File: src/rtl/core/fdaf_pkg.sv
// ============================================================================
// fdaf_pkg - shared constants and helpers for the decimal ASCII formatter
// Widths, ASCII codes, the divide-by-ten reciprocal and the power-of-ten table.
// ============================================================================
package fdaf_pkg;

    localparam int VALUE_W   = 64;
    localparam int CHAR_W    = 7;
    localparam int PLACES_W  = 4;

    // Character buffer: sign + 10 integer digits + dot + 9 fraction digits
    localparam int BUF_DEPTH = 21;
    localparam int BUF_AW    = $clog2(BUF_DEPTH);
    localparam logic [BUF_AW-1:0] BUF_LAST = BUF_AW'(BUF_DEPTH - 1);

    localparam logic [CHAR_W-1:0] CHAR_ZERO  = 7'h30;
    localparam logic [CHAR_W-1:0] CHAR_DOT   = 7'h2E;
    localparam logic [CHAR_W-1:0] CHAR_MINUS = 7'h2D;

    localparam logic [PLACES_W-1:0] PLACES_RESET = 4'd3;
    localparam logic [PLACES_W-1:0] PLACES_MAX   = 4'd9;

    localparam logic [31:0] INT_LIMIT = 32'h7FFF_FFFF;
    localparam logic [63:0] HALF_LSB  = 64'h0000_0000_8000_0000;

    // floor(v / 10) == (v * RECIP10) >> RECIP_SHIFT for every 32-bit v
    localparam logic [31:0] RECIP10     = 32'hCCCC_CCCD;
    localparam int          RECIP_SHIFT = 35;
    localparam int          QUOT_W      = 64 - RECIP_SHIFT;

    function automatic logic [31:0] pow10(input logic [PLACES_W-1:0] p);
        logic [31:0] r;
        unique case (p)
            4'd0:    r = 32'd1;
            4'd1:    r = 32'd10;
            4'd2:    r = 32'd100;
            4'd3:    r = 32'd1000;
            4'd4:    r = 32'd10000;
            4'd5:    r = 32'd100000;
            4'd6:    r = 32'd1000000;
            4'd7:    r = 32'd10000000;
            4'd8:    r = 32'd100000000;
            4'd9:    r = 32'd1000000000;
            default: r = 32'd1;
        endcase
        return r;
    endfunction

endpackage

File: src/rtl/core/fdaf_if.sv
// ============================================================================
// fdaf_if - request channels of the decimal ASCII formatter
// Input channel carries one Q31.32 value; output channel one character.
// ============================================================================
interface fdaf_in_if
    import fdaf_pkg::*;
();
    logic                      valid;
    logic                      ready;
    logic signed [VALUE_W-1:0] value;

    modport source (output valid, output value, input ready);
    modport sink   (input valid, input value, output ready);
endinterface

interface fdaf_out_if
    import fdaf_pkg::*;
();
    logic              valid;
    logic              ready;
    logic [CHAR_W-1:0] text_char;
    logic              last_char;

    modport source (output valid, output text_char, output last_char, input ready);
    modport sink   (input valid, input text_char, input last_char, output ready);
endinterface

File: src/rtl/core/fdaf_mul_unit.sv
// ============================================================================
// fdaf_mul_unit - shared 32x32 multiplier with divide-by-ten digit split
// Registered product; quotient and remainder digit follow from the product.
// ============================================================================
module fdaf_mul_unit
    import fdaf_pkg::*;
(
    input  logic              i_clk,
    input  logic              i_en,
    input  logic [31:0]       i_op_a,
    input  logic [31:0]       i_op_b,
    input  logic [31:0]       i_dividend,   // value that produced the product
    output logic [63:0]       o_prod,
    output logic [QUOT_W-1:0] o_quot,
    output logic [3:0]        o_digit
);

    logic [63:0] r_prod;
    logic [3:0]  q_x10_lo;

    always_ff @(posedge i_clk) begin
        if (i_en) begin
            r_prod <= i_op_a * i_op_b;
        end
    end

    assign o_prod = r_prod;
    assign o_quot = r_prod[63:RECIP_SHIFT];

    // remainder is 0..9, so the low nibble of v - 10q is enough
    assign q_x10_lo = 4'({o_quot[0], 3'b000}) + 4'({o_quot[2:0], 1'b0});
    assign o_digit  = i_dividend[3:0] - q_x10_lo;

endmodule

File: src/rtl/core/fixed_decimal_ascii_formatter.sv
// ============================================================================
// fixed_decimal_ascii_formatter - Q31.32 to decimal ASCII text
// Prints a signed fixed-point value as ASCII characters, one per request.
// ============================================================================
// Usage:
//   i_in   : one request per number (signed Q31.32 in value).
//   o_out  : one request per character, last_char set on the final one.
//   i_cfg_wr_en / i_cfg_wr_data : decimal places (0..9, larger saturates to
//            9, reset 3); write only while the formatter is idle.
// Flow: a number is scaled and rounded, then its fraction digits (0..9),
//   a dot when places > 0, its integer digits (1..10) and, if negative, a
//   sign are written to the character buffer last-first, and a prime
//   product precedes each digit loop; the buffer is then drained to the output.
//   The shared multiplier peels off one decimal digit per cycle
//   (reciprocal multiply by 1/10), and the character buffer drains one
//   entry per cycle while the output is not stalled.
// Reset: returns to idle, output empty, places back to 3.
// Stall: the last character waits in the output register; a new number is
//   accepted while it waits. Earlier characters hold the buffer in place.
// ============================================================================
module fixed_decimal_ascii_formatter
    import fdaf_pkg::*;
(
    input  logic                i_clk,
    input  logic                i_rst_n,
    input  logic                i_cfg_wr_en,
    input  logic [PLACES_W-1:0] i_cfg_wr_data,
    fdaf_in_if.sink             i_in,
    fdaf_out_if.source          o_out
);

    typedef enum logic [3:0] {
        S_IDLE,     // waiting for a number
        S_MUL,      // fraction * 10^places into the multiplier
        S_FIX,      // rounding, carry, saturation
        S_PRIME,    // first divide-by-ten product
        S_FDIG,     // fraction digits, least significant first
        S_DOT,      // decimal point
        S_IDIG,     // integer digits, least significant first
        S_SIGN,     // leading minus
        S_OUT       // drain buffer to the output register
    } t_state;

    t_state              r_state;
    logic [PLACES_W-1:0] r_cfg_places;
    logic [PLACES_W-1:0] r_places;
    logic                r_neg;
    logic [63:0]         r_mag;
    logic [31:0]         r_v;        // current dividend of the digit loop
    logic [31:0]         r_ival;     // final integer part
    logic [PLACES_W-1:0] r_fcnt;     // fraction digits still to split
    logic                r_fphase;   // prime leads to fraction digits
    logic                r_started;  // nonzero fraction digit seen
    logic [BUF_AW-1:0]   r_wp;       // buffer fills from the top down
    logic [BUF_AW-1:0]   r_rd;
    logic                r_oval;
    logic [CHAR_W-1:0]   r_char;
    logic                r_olast;
    logic [CHAR_W-1:0]   r_buf [BUF_DEPTH];

    logic [PLACES_W-1:0] places_eff;
    logic [31:0]         op_a;
    logic [31:0]         op_b;
    logic                mul_en;
    logic [63:0]         prod;
    logic [QUOT_W-1:0]   quot;
    logic [3:0]          digit;
    logic [CHAR_W-1:0]   digit_char;

    logic [63:0]         round_sum;
    logic [31:0]         rint;
    logic [31:0]         rint_sat;
    logic [63:0]         frac_sum;
    logic [31:0]         rf;
    logic [31:0]         scale;
    logic                carry;
    logic [31:0]         ip_inc;
    logic                ip_sat;
    logic [31:0]         ip_fin;
    logic                fzero;

    logic                buf_we;
    logic [CHAR_W-1:0]   buf_wdata;
    logic                out_load;

    assign places_eff = (r_cfg_places > PLACES_MAX) ? PLACES_MAX : r_cfg_places;

    // Shared multiplier: rounding product first, then reciprocal of ten
    always_comb begin
        op_a   = r_v;
        op_b   = RECIP10;
        mul_en = 1'b0;
        unique case (r_state)
            S_MUL: begin
                op_a   = r_mag[31:0];
                op_b   = scale;
                mul_en = 1'b1;
            end
            S_PRIME: begin
                mul_en = 1'b1;
            end
            S_FDIG, S_IDIG: begin
                op_a   = 32'(quot);
                mul_en = 1'b1;
            end
            default: begin
                mul_en = 1'b0;
            end
        endcase
    end

    fdaf_mul_unit u_mul (
        .i_clk      (i_clk),
        .i_en       (mul_en),
        .i_op_a     (op_a),
        .i_op_b     (op_b),
        .i_dividend (r_v),
        .o_prod     (prod),
        .o_quot     (quot),
        .o_digit    (digit)
    );

    assign digit_char = CHAR_ZERO + CHAR_W'(digit);

    // Rounding. Zero places: round the whole magnitude half away from zero.
    assign round_sum = r_mag + HALF_LSB;
    assign rint      = round_sum[63:32];
    assign rint_sat  = rint[31] ? INT_LIMIT : rint;

    // Otherwise: rf = (frac * 10^p + 1/2) >> 32, carry into integer on 10^p
    assign scale    = pow10(r_places);
    assign frac_sum = prod + HALF_LSB;
    assign rf       = frac_sum[63:32];
    assign carry    = (rf >= scale);
    assign ip_inc   = r_mag[63:32] + 32'(carry);
    assign ip_sat   = ip_inc[31];
    assign ip_fin   = ip_sat ? INT_LIMIT : ip_inc;
    assign fzero    = carry || ip_sat || (rf == 32'd0);

    // Buffer write: characters arrive last-first
    always_comb begin
        buf_we    = 1'b0;
        buf_wdata = digit_char;
        unique case (r_state)
            S_FIX: begin
                buf_we    = (r_places != '0) && fzero;
                buf_wdata = CHAR_ZERO;
            end
            S_FDIG: begin
                buf_we = r_started || (digit != 4'd0);   // strip trailing zeros
            end
            S_DOT: begin
                buf_we    = 1'b1;
                buf_wdata = CHAR_DOT;
            end
            S_IDIG: begin
                buf_we = 1'b1;
            end
            S_SIGN: begin
                buf_we    = 1'b1;
                buf_wdata = CHAR_MINUS;
            end
            default: begin
                buf_we = 1'b0;
            end
        endcase
    end

    always_ff @(posedge i_clk) begin
        if (buf_we) begin
            r_buf[r_wp] <= buf_wdata;
        end
    end

    assign out_load = (r_state == S_OUT) && (!r_oval || o_out.ready);

    always_ff @(posedge i_clk) begin
        if (!i_rst_n) begin
            r_state      <= S_IDLE;
            r_oval       <= 1'b0;
            r_cfg_places <= PLACES_RESET;
        end else begin
            if (i_cfg_wr_en) begin
                r_cfg_places <= i_cfg_wr_data;
            end
            if (out_load) begin
                r_oval  <= 1'b1;
                r_char  <= r_buf[r_rd];
                r_olast <= (r_rd == BUF_LAST);
                r_rd    <= r_rd + 1'b1;
            end else if (o_out.ready) begin
                r_oval <= 1'b0;
            end
            unique case (r_state)
                S_IDLE: begin
                    if (i_in.valid) begin
                        r_neg     <= i_in.value[VALUE_W-1];
                        r_mag     <= i_in.value[VALUE_W-1] ? 64'(-i_in.value)
                                                           : 64'(i_in.value);
                        r_places  <= places_eff;
                        r_wp      <= BUF_LAST;
                        r_started <= 1'b0;
                        r_state   <= S_MUL;
                    end
                end
                S_MUL: begin
                    r_state <= S_FIX;
                end
                S_FIX: begin
                    r_ival <= ip_fin;
                    if (r_places == '0) begin
                        r_v      <= rint_sat;
                        r_fphase <= 1'b0;
                        r_state  <= S_PRIME;
                    end else if (fzero) begin
                        r_wp    <= r_wp - 1'b1;
                        r_state <= S_DOT;
                    end else begin
                        r_v      <= rf;
                        r_fcnt   <= r_places;
                        r_fphase <= 1'b1;
                        r_state  <= S_PRIME;
                    end
                end
                S_PRIME: begin
                    r_state <= r_fphase ? S_FDIG : S_IDIG;
                end
                S_FDIG: begin
                    r_v    <= 32'(quot);
                    r_fcnt <= r_fcnt - 1'b1;
                    if (r_started || (digit != 4'd0)) begin
                        r_wp      <= r_wp - 1'b1;
                        r_started <= 1'b1;
                    end
                    if (r_fcnt == PLACES_W'(1)) begin
                        r_state <= S_DOT;
                    end
                end
                S_DOT: begin
                    r_wp     <= r_wp - 1'b1;
                    r_v      <= r_ival;
                    r_fphase <= 1'b0;
                    r_state  <= S_PRIME;
                end
                S_IDIG: begin
                    r_v  <= 32'(quot);
                    r_wp <= r_wp - 1'b1;
                    r_rd <= r_wp;
                    if (quot == '0) begin
                        r_state <= r_neg ? S_SIGN : S_OUT;
                    end
                end
                S_SIGN: begin
                    r_rd    <= r_wp;
                    r_state <= S_OUT;
                end
                S_OUT: begin
                    if (out_load && (r_rd == BUF_LAST)) begin
                        r_state <= S_IDLE;
                    end
                end
                default: begin
                    r_state <= S_IDLE;
                end
            endcase
        end
    end

    assign i_in.ready      = (r_state == S_IDLE);
    assign o_out.valid     = r_oval;
    assign o_out.text_char = r_char;
    assign o_out.last_char = r_olast;

    // A stalled character holds still until the receiver takes it
    a_out_hold: assert property (@(posedge i_clk) disable iff (!i_rst_n)
        o_out.valid && !o_out.ready |=> o_out.valid && $stable(o_out.text_char)
            && $stable(o_out.last_char))
        else $error("character changed while stalled");

    // Fraction digit loop never runs past its digit count
    a_fcnt_live: assert property (@(posedge i_clk) disable iff (!i_rst_n)
        (r_state == S_FDIG) |-> (r_fcnt != '0))
        else $error("fraction digit loop with no digits left");

    // Integer part is saturated before digit splitting
    a_int_sat: assert property (@(posedge i_clk) disable iff (!i_rst_n)
        (r_state == S_PRIME) && !r_fphase |-> !r_v[31])
        else $error("integer part above limit reached digit loop");

endmodule

File: src/flat_wrapper.sv
// flat-port wrapper written by rule: the top's interface ports become plain ports
module fixed_decimal_ascii_formatter_flat import fdaf_pkg::*;
  (i_clk, i_rst_n, i_cfg_wr_en, i_cfg_wr_data, i_in_valid, i_in_value, i_in_ready, o_out_valid, o_out_text_char, o_out_last_char, o_out_ready);
  fdaf_in_if i_in_i ();
  fdaf_out_if o_out_i ();
  input  logic i_clk;
  input  logic i_rst_n;
  input  logic i_cfg_wr_en;
  input  logic [PLACES_W-1:0] i_cfg_wr_data;
  input wire logic [$bits(i_in_i.valid)-1:0] i_in_valid;
  input wire logic [$bits(i_in_i.value)-1:0] i_in_value;
  output wire logic [$bits(i_in_i.ready)-1:0] i_in_ready;
  output wire logic [$bits(o_out_i.valid)-1:0] o_out_valid;
  output wire logic [$bits(o_out_i.text_char)-1:0] o_out_text_char;
  output wire logic [$bits(o_out_i.last_char)-1:0] o_out_last_char;
  input wire logic [$bits(o_out_i.ready)-1:0] o_out_ready;
  assign i_in_i.valid = i_in_valid;
  assign i_in_i.value = i_in_value;
  assign i_in_ready = i_in_i.ready;
  assign o_out_valid = o_out_i.valid;
  assign o_out_text_char = o_out_i.text_char;
  assign o_out_last_char = o_out_i.last_char;
  assign o_out_i.ready = o_out_ready;
  fixed_decimal_ascii_formatter u_core (.i_clk(i_clk), .i_rst_n(i_rst_n), .i_cfg_wr_en(i_cfg_wr_en), .i_cfg_wr_data(i_cfg_wr_data), .i_in(i_in_i), .o_out(o_out_i));
endmodule
File: config.mk
export PLATFORM = sky130hd
export DESIGN_NAME = fixed_decimal_ascii_formatter_flat
export DESIGN_NICKNAME = d
export VERILOG_FILES = /design/src/rtl/core/fdaf_pkg.sv /design/src/rtl/core/fdaf_if.sv /design/src/rtl/core/fdaf_mul_unit.sv /design/src/rtl/core/fixed_decimal_ascii_formatter.sv /design/src/flat_wrapper.sv
export SDC_FILE = /design/constraint.sdc
export NUM_CORES = 2
export LEC_CHECK = 0
export ABC_CLOCK_PERIOD_IN_PS = 9800
export BUFFER_PORTS_ARGS = -buffer_cell sky130_fd_sc_hd__buf_2
export CORE_ASPECT_RATIO = 1.75
export CORE_UTILIZATION = 61
export CTS_BUF_LIST = sky130_fd_sc_hd__clkbuf_8
export CTS_CLUSTER_DIAMETER = 80
export DETAILED_ROUTE_END_ITERATION = 10
export PLACE_DENSITY = 0.83
export RECOVER_POWER = 25
export SYNTH_ARGS = -nofsm -noshare
export SYNTH_HDL_FRONTEND = slang
export SYNTH_SLANG_ARGS = --single-unit
File: constraint.sdc
create_clock -name i_clk -period 9.8 [get_ports i_clk]
set_input_delay 1.96 -clock i_clk [delete_from_list [all_inputs] [get_ports i_clk]]
set_output_delay 1.96 -clock i_clk [all_outputs]
set_load 0.03 [all_outputs]
# == After elaboration in Yosys (flattened, before gate mapping) ==
# Memories as Yosys holds them, arrays and structs flattened. A register that Yosys moved wholly into a read port is not among the register bits.
# Cells that the tools add are included.
# totals
rom_bits,480
reg_bits,223
output_inout_bits,10
n_memories,2
ramBits,147
input_bits,73
word_cells,128
# classes
addsub,10
eq_ne,19
magnitude_cmp,2
mux,41
multipliers,1
n_reduce_logical,36
# mem_list
name,words,width,read_ports,rd_ports_with_merged_regs,write_ports,line_no,text
(no name shown),16,30,1,1,0,fdaf_pkg.sv:33,unique case (p)
u_core.r_buf,21,7,1,1,1,fixed_decimal_ascii_formatter.sv:59,logic [CHAR_W-1:0] r_buf [BUF_DEPTH];
# op_table
operator,n
$add A64 B32 Y64 const B,2
$mux W32,3
$pmux W32 S3,1
$mul A32 B32 Y64,1
$neg A64 Y64,1
$pmux W32 S2,1
$mux W63,1
$mux W4,10
$pmux W4 S9,1
$add A32 B1 Y32,1
$ge A32 B32 Y1,1
$logic_not A32 Y1,1
$mux W31,1
$mux W5,6
$logic_not A29 Y1,1
$pmux W7 S3,1
$pmux W5 S4,1
$eq A4 B3 Y1 const B,4
$reduce_and A4 Y1,3
$reduce_bool A4 Y1,3
$reduce_bool A2 Y1,5
$mux W1,9
$reduce_and A3 Y1,3
$eq A4 B1 Y1 const B,2
28 further kinds,46

# == Logic depth before layout (Yosys ltp) ==
# depth
ltp_word,9
mapped_depth,37
depth_no_buf,31

# == Modules after synthesis ==
# Synthesis repeated with hierarchy kept, for this count alone.
# hier_totals
hier_cells,5424
area_unflattened_um2,52678.0
# by_module_without_submodules
mod,n_inst,seq_area_each_um2,cells_each,area_each_um2
fdaf_mul_unit,1,1921.8,3896,36107.1
fixed_decimal_ascii_formatter,1,8418.1,1528,16570.9

# == Least setup slack after synthesis ==
# Ideal clock, no wire load.
# synth_path
path_type,register to register
start,register u_core.r_state[2]
end,"register u_core.u_mul.r_prod[59] (netlist: u_core.u_mul.o_prod[59]), data pin"
required_ps,9542
arrival_ps,9139
path_stages_with_launch,35
n_path_buf,6
setup_slack_ps,403
setup_time_ps,258
synth_period_minus_slack_ps,9397
cell_sequence,dfxtp_1 -> clkbuf_1 -> nor4b_1 -> buf_2 -> nor2_1 -> clkbuf_1 -> clkbuf_1 -> buf_1 -> a221oi_1 -> buf_2 -> nor2_1 -> fa_1 -> fa_1 -> fa_1 -> inv_1 -> fa_1 -> inv_1 -> fa_1 -> inv_1 -> fa_1 -> inv_1 -> fa_1 -> inv_1 -> fa_1 -> inv_1 -> ha_1 -> and4_1 -> nand4_1 -> or3_1 -> or4_1 -> o21ba_2 -> nor3_1 -> o31a_1 -> a31oi_1 -> xnor2_1
# synth_between
elab_chain_len,4
elab_cells_between_ends,7
classes_between,mul (1); eq/ne (3); mux (2); reduce/logical (1)
# synth_lines
item,line_no,text
start: declaration,fixed_decimal_ascii_formatter.sv:44,t_state r_state;
start signal: assignment,fixed_decimal_ascii_formatter.sv:226,r_state <= r_fphase ? S_FDIG : S_IDIG;
start signal: assignment,fixed_decimal_ascii_formatter.sv:250,r_state <= r_neg ? S_SIGN : S_OUT;
$eq A4 B3 Y1,fixed_decimal_ascii_formatter.sv:93,unique case (r_state)
$reduce_or A2 Y1 (no source line),--,
$pmux W32 S2,fixed_decimal_ascii_formatter.sv:93,
$mul A32 B32 Y64 *,fdaf_mul_unit.sv:23,r_prod <= i_op_a * i_op_b;
end signal: assignment,fdaf_mul_unit.sv:23,
end: declaration,fdaf_mul_unit.sv:18,logic [63:0] r_prod;
# Every way passes the cells marked *; elsewhere a longest branch is shown, timed or not.
# A chain may end at the register's enable or synchronous reset.

# == Final worst setup path ==
# layout_path
start,register u_core.r_state[3]
end,"register u_core.u_mul.r_prod[52] (netlist: u_core.u_mul.o_prod[52]), data pin"
# The elaborated chain is that of the path after synthesis.

==> metrics.yaml <==
sta:
  tightest_slew_ns: 2.685
  setup_viol: 0
  fin_skew_ns: 0.04249
  fin_crit_ns: 9.624
  timing.hold.ws_ns: 0.4694
  hold_viol: 0
  maxSlewViolCount: 133
  fmax_mhz: 103.9
  timing.final.crit_share: 0.9820
  rsz0062_at_grt: "false"
  slew_headroom: -0.7898
  setup_tns_ns: 0
placed_design:
  gp_congestion: 1.067
  numPortBuffers: 80
  dp_hpwl_mm: 142.8
routing:
  viasPerCell: 6.274
  num_vias: 38970
  dr.pass1.iters: 8
  drt_iter0_markers: 3743
  drtAntennaViolNets: 0
  drc: 0
  drt-total-wl_mm: 176.8
  wl_per_cell_microns: 28.46
flow_run:
  cap_violations: 4
global_route:
  grt_overflow: 0
  antenna_found_initial: 4
  grt_pass1_wl_mm: 261.5
  grt_max_degree: 85
  grt_pass1_vias: 41980
  grt_use_total: 0.4525
clock_network:
  htree_levels: 2
  cts_made_buffers: 51
  clock_latency_ns: 0.63
  clock_sinks: 324
  clk_pin_slew_ns: 0.06
  clock_path_buffers: 3
  ctsHoldBuffers: 0
  cts_tree: "done"
  cts-root-buf: "clkbuf_8"
synth:
  ys_warn_count: 0
  synth-compound-area-share: 0.07348
  synth_xor_xnor_area_share: 0.03804
  yosysSeqAreaShare: 0.1946
  synthAdderAreaFrac: 0.4487
  synth-edff-count: 292
  syn_inst: 5008
  syn-cell-area_sq_um: 48360
  synthMuxAreaShare: 0.01759
  ys_types: 85
  postSynthAreaPerCell_sq_um: 9.656
  synth_top_family_by_area: "adder cells"
  synthArstFlopShare: 0
  synth-simple-area-share: 0.1387
  synth_top_flop_cell: "edfxtp_1"
  synth-seq-cells: 324
run_status:
  status: "finished, violations left"
  violations: "max-capacitance violations, max-slew violations"
setup_path:
  startpoint: "u_core.r_state[3]"
  critPathKind: "reg -> reg"
  crit_path_max_incr_delay_ns: 0.56
  crit_fanout: 19
  cp.required_ns: 10.18
  cp.arrival_ns: 10.00
  cp-start-kind: "flop"
  timing.rr.end: "u_core.u_mul.o_prod[52]"
  reg2reg_slack_ns: 0.18
  setup.worst_path.end_class: "flop"
  crit_path_top_delay_cell: "fa_1"
  crit_top_cell: "fa_1"
  reg2reg_depth: 29
  r2r_start: "u_core.r_state[3]"
  crit_end: "u_core.u_mul.o_prod[52]"
final_layout:
  final_cell_mix: "inv_1, fa_1, nor2_1"
  final_layout_size_suffix_gt1_frac: 0.09358
  nets: 6412
  area_delta_synth_final_pct: 8.471
  fillers: 6245
  final_common_cell: "inv_1"
floorplanning:
  core_area_sq_um: 78450
  rows: 136
  dieWidth_microns: 214.8
  die-area_sq_um: 80450
  io_pins: 83
  initial_core_util: 0.6164
  die_y_microns: 374.5
hold_path:
  hp-class: "reg -> reg"
[final cells by class]
cell class,count,area (sq um),share of cell area
Multi-Input combinational cell,3548,34950,0.6662
Timing Repair Buffer,306,2385,0.04547
Sequential cell,324,9409,0.1794
Antenna cell,4,10.01,0.0001908
Inverter,902,3390,0.06462
Clock inverter,41,316.6,0.006035
Clock buffer,51,701.9,0.01338
Tap cell,1035,1295,0.02469
[metal layers]
| metal | up-vias | GRT usage | part of all wire |
|---|---|---|---|
| li1 | 16190 | - | - |
| met3 | 993 | 0.09415 | 0.087 |
| met2 | 2425 | 0.7503 | 0.48 |
| met5 | - | 0 | 0.00024 |
| met1 | 19360 | 0.4711 | 0.31 |
| met4 | 6 | 0.4447 | 0.13 |
[cell families after synthesis]
kind of cell | after synthesis
xor+xnor | 210
simple gates | 1539
flops | 324
other cells | 2
mux | 47
compound gates | 542
fa+ha+maj | 1207
buf+inv | 1137
[per-stage QoR]
| stage | area, sq um | utilization | cells | setup slack (ns) |
|---|---|---|---|---|
| after detailed placement | 51390 | 0.6551 | 6114 | 0.1222 |
| after global routing | 52440 | 0.6685 | 6207 | 0.01109 |
| after floorplan | 48360 | - | 5009 | 0.4029 |
| after CTS | 52400 | 0.6680 | 6206 | 0.09216 |
| final | 52450 | 0.6687 | 6211 | 0.1759 |
| after global placement | 51390 | 0.6551 | 6114 | 0.3657 |
[critical path, delay by kind of cell, from the launching register on]
family          cells  cell delay, ns
buf+inv             8            1.33
xor+xnor            1            0.24
simple gates        3            0.59
flops               1            0.49
compound gates      8            2.42
fa+ha+maj           9            4.27
[Yosys cell counts, types with 10 or more instances]
| cell type | n | share of area |
|---|---|---|
| inv_1 | 902 | 0.070 |
| fa_1 | 879 | 0.36 |
| nor2_1 | 706 | 0.055 |
| nand2_1 | 462 | 0.036 |
| ha_1 | 327 | 0.085 |
| edfxtp_1 | 292 | 0.18 |
| clkbuf_1 | 210 | 0.016 |
| xnor2_1 | 149 | 0.027 |
| a21oi_1 | 148 | 0.015 |
| o21ai_0 | 135 | 0.014 |
| nand3_1 | 74 | 0.0077 |
| xor2_1 | 61 | 0.011 |
| a21o_1 | 58 | 0.0090 |
| nor3_1 | 43 | 0.0045 |
| nand4_1 | 41 | 0.0053 |
| and2_1 | 38 | 0.0049 |
| and3_1 | 35 | 0.0045 |
| dfxtp_1 | 32 | 0.013 |
| a221o_1 | 30 | 0.0062 |
| mux4_2 | 30 | 0.014 |
| a221oi_1 | 28 | 0.0051 |
| or3_1 | 26 | 0.0034 |
| nand2b_1 | 25 | 0.0032 |
| o31ai_1 | 19 | 0.0029 |
| and4_1 | 14 | 0.0025 |
| o21bai_1 | 14 | 0.0022 |
| a31oi_1 | 13 | 0.0017 |
| buf_2 | 13 | 0.0013 |
| mux2i_1 | 13 | 0.0027 |
| nor2b_1 | 13 | 0.0017 |
| nor4_1 | 13 | 0.0017 |
| or4_1 | 11 | 0.0017 |
| buf_1 | 10 | 0.00078 |
| o22ai_1 | 10 | 0.0013 |
| o41ai_1 | 10 | 0.0018 |
[worst min-delay path by stage]
stage,from,to,cells after the start
3_3_place_gp,u_core.r_cfg_places[0],u_core.r_cfg_places[0],2
2_1_floorplan,u_core.r_cfg_places[0],u_core.r_cfg_places[0],2
5_1_grt,u_core.r_cfg_places[0],u_core.r_cfg_places[0],2
4_1_cts,u_core.r_cfg_places[0],u_core.r_cfg_places[0],2
6_report,u_core.r_cfg_places[0],u_core.r_cfg_places[0],2
3_5_place_dp,u_core.r_cfg_places[0],u_core.r_cfg_places[0],2
[state kept, by name, indices dropped and copies added (netlist names), 4 cells and up]
register	flops
u_core.r_cfg_places	4
u_core.r_wp	5
u_core.r_mag	64
u_core.r_places	4
u_core.r_v	32
u_core.scale	23
u_core.r_ival	31
u_core.r_buf	105
u_core.u_mul.o_prod	33
u_core.r_rd	5
u_core.r_fcnt	4
u_core.o_out.text_char	5
u_core.r_state	4
[repair_timing]
| action | 4_1_cts | 5_1_grt |
|---|---|---|
| gates resized for setup | 0 | 17 |
| endpoints found under the setup margin | 0 | 16 |
| setup buffers | 0 | 0 |
| hold endpoints to repair | 0 | 0 |
Power is not shown: default switching activity piles up to over one toggle a cycle in this logic, so the estimate is an artifact.
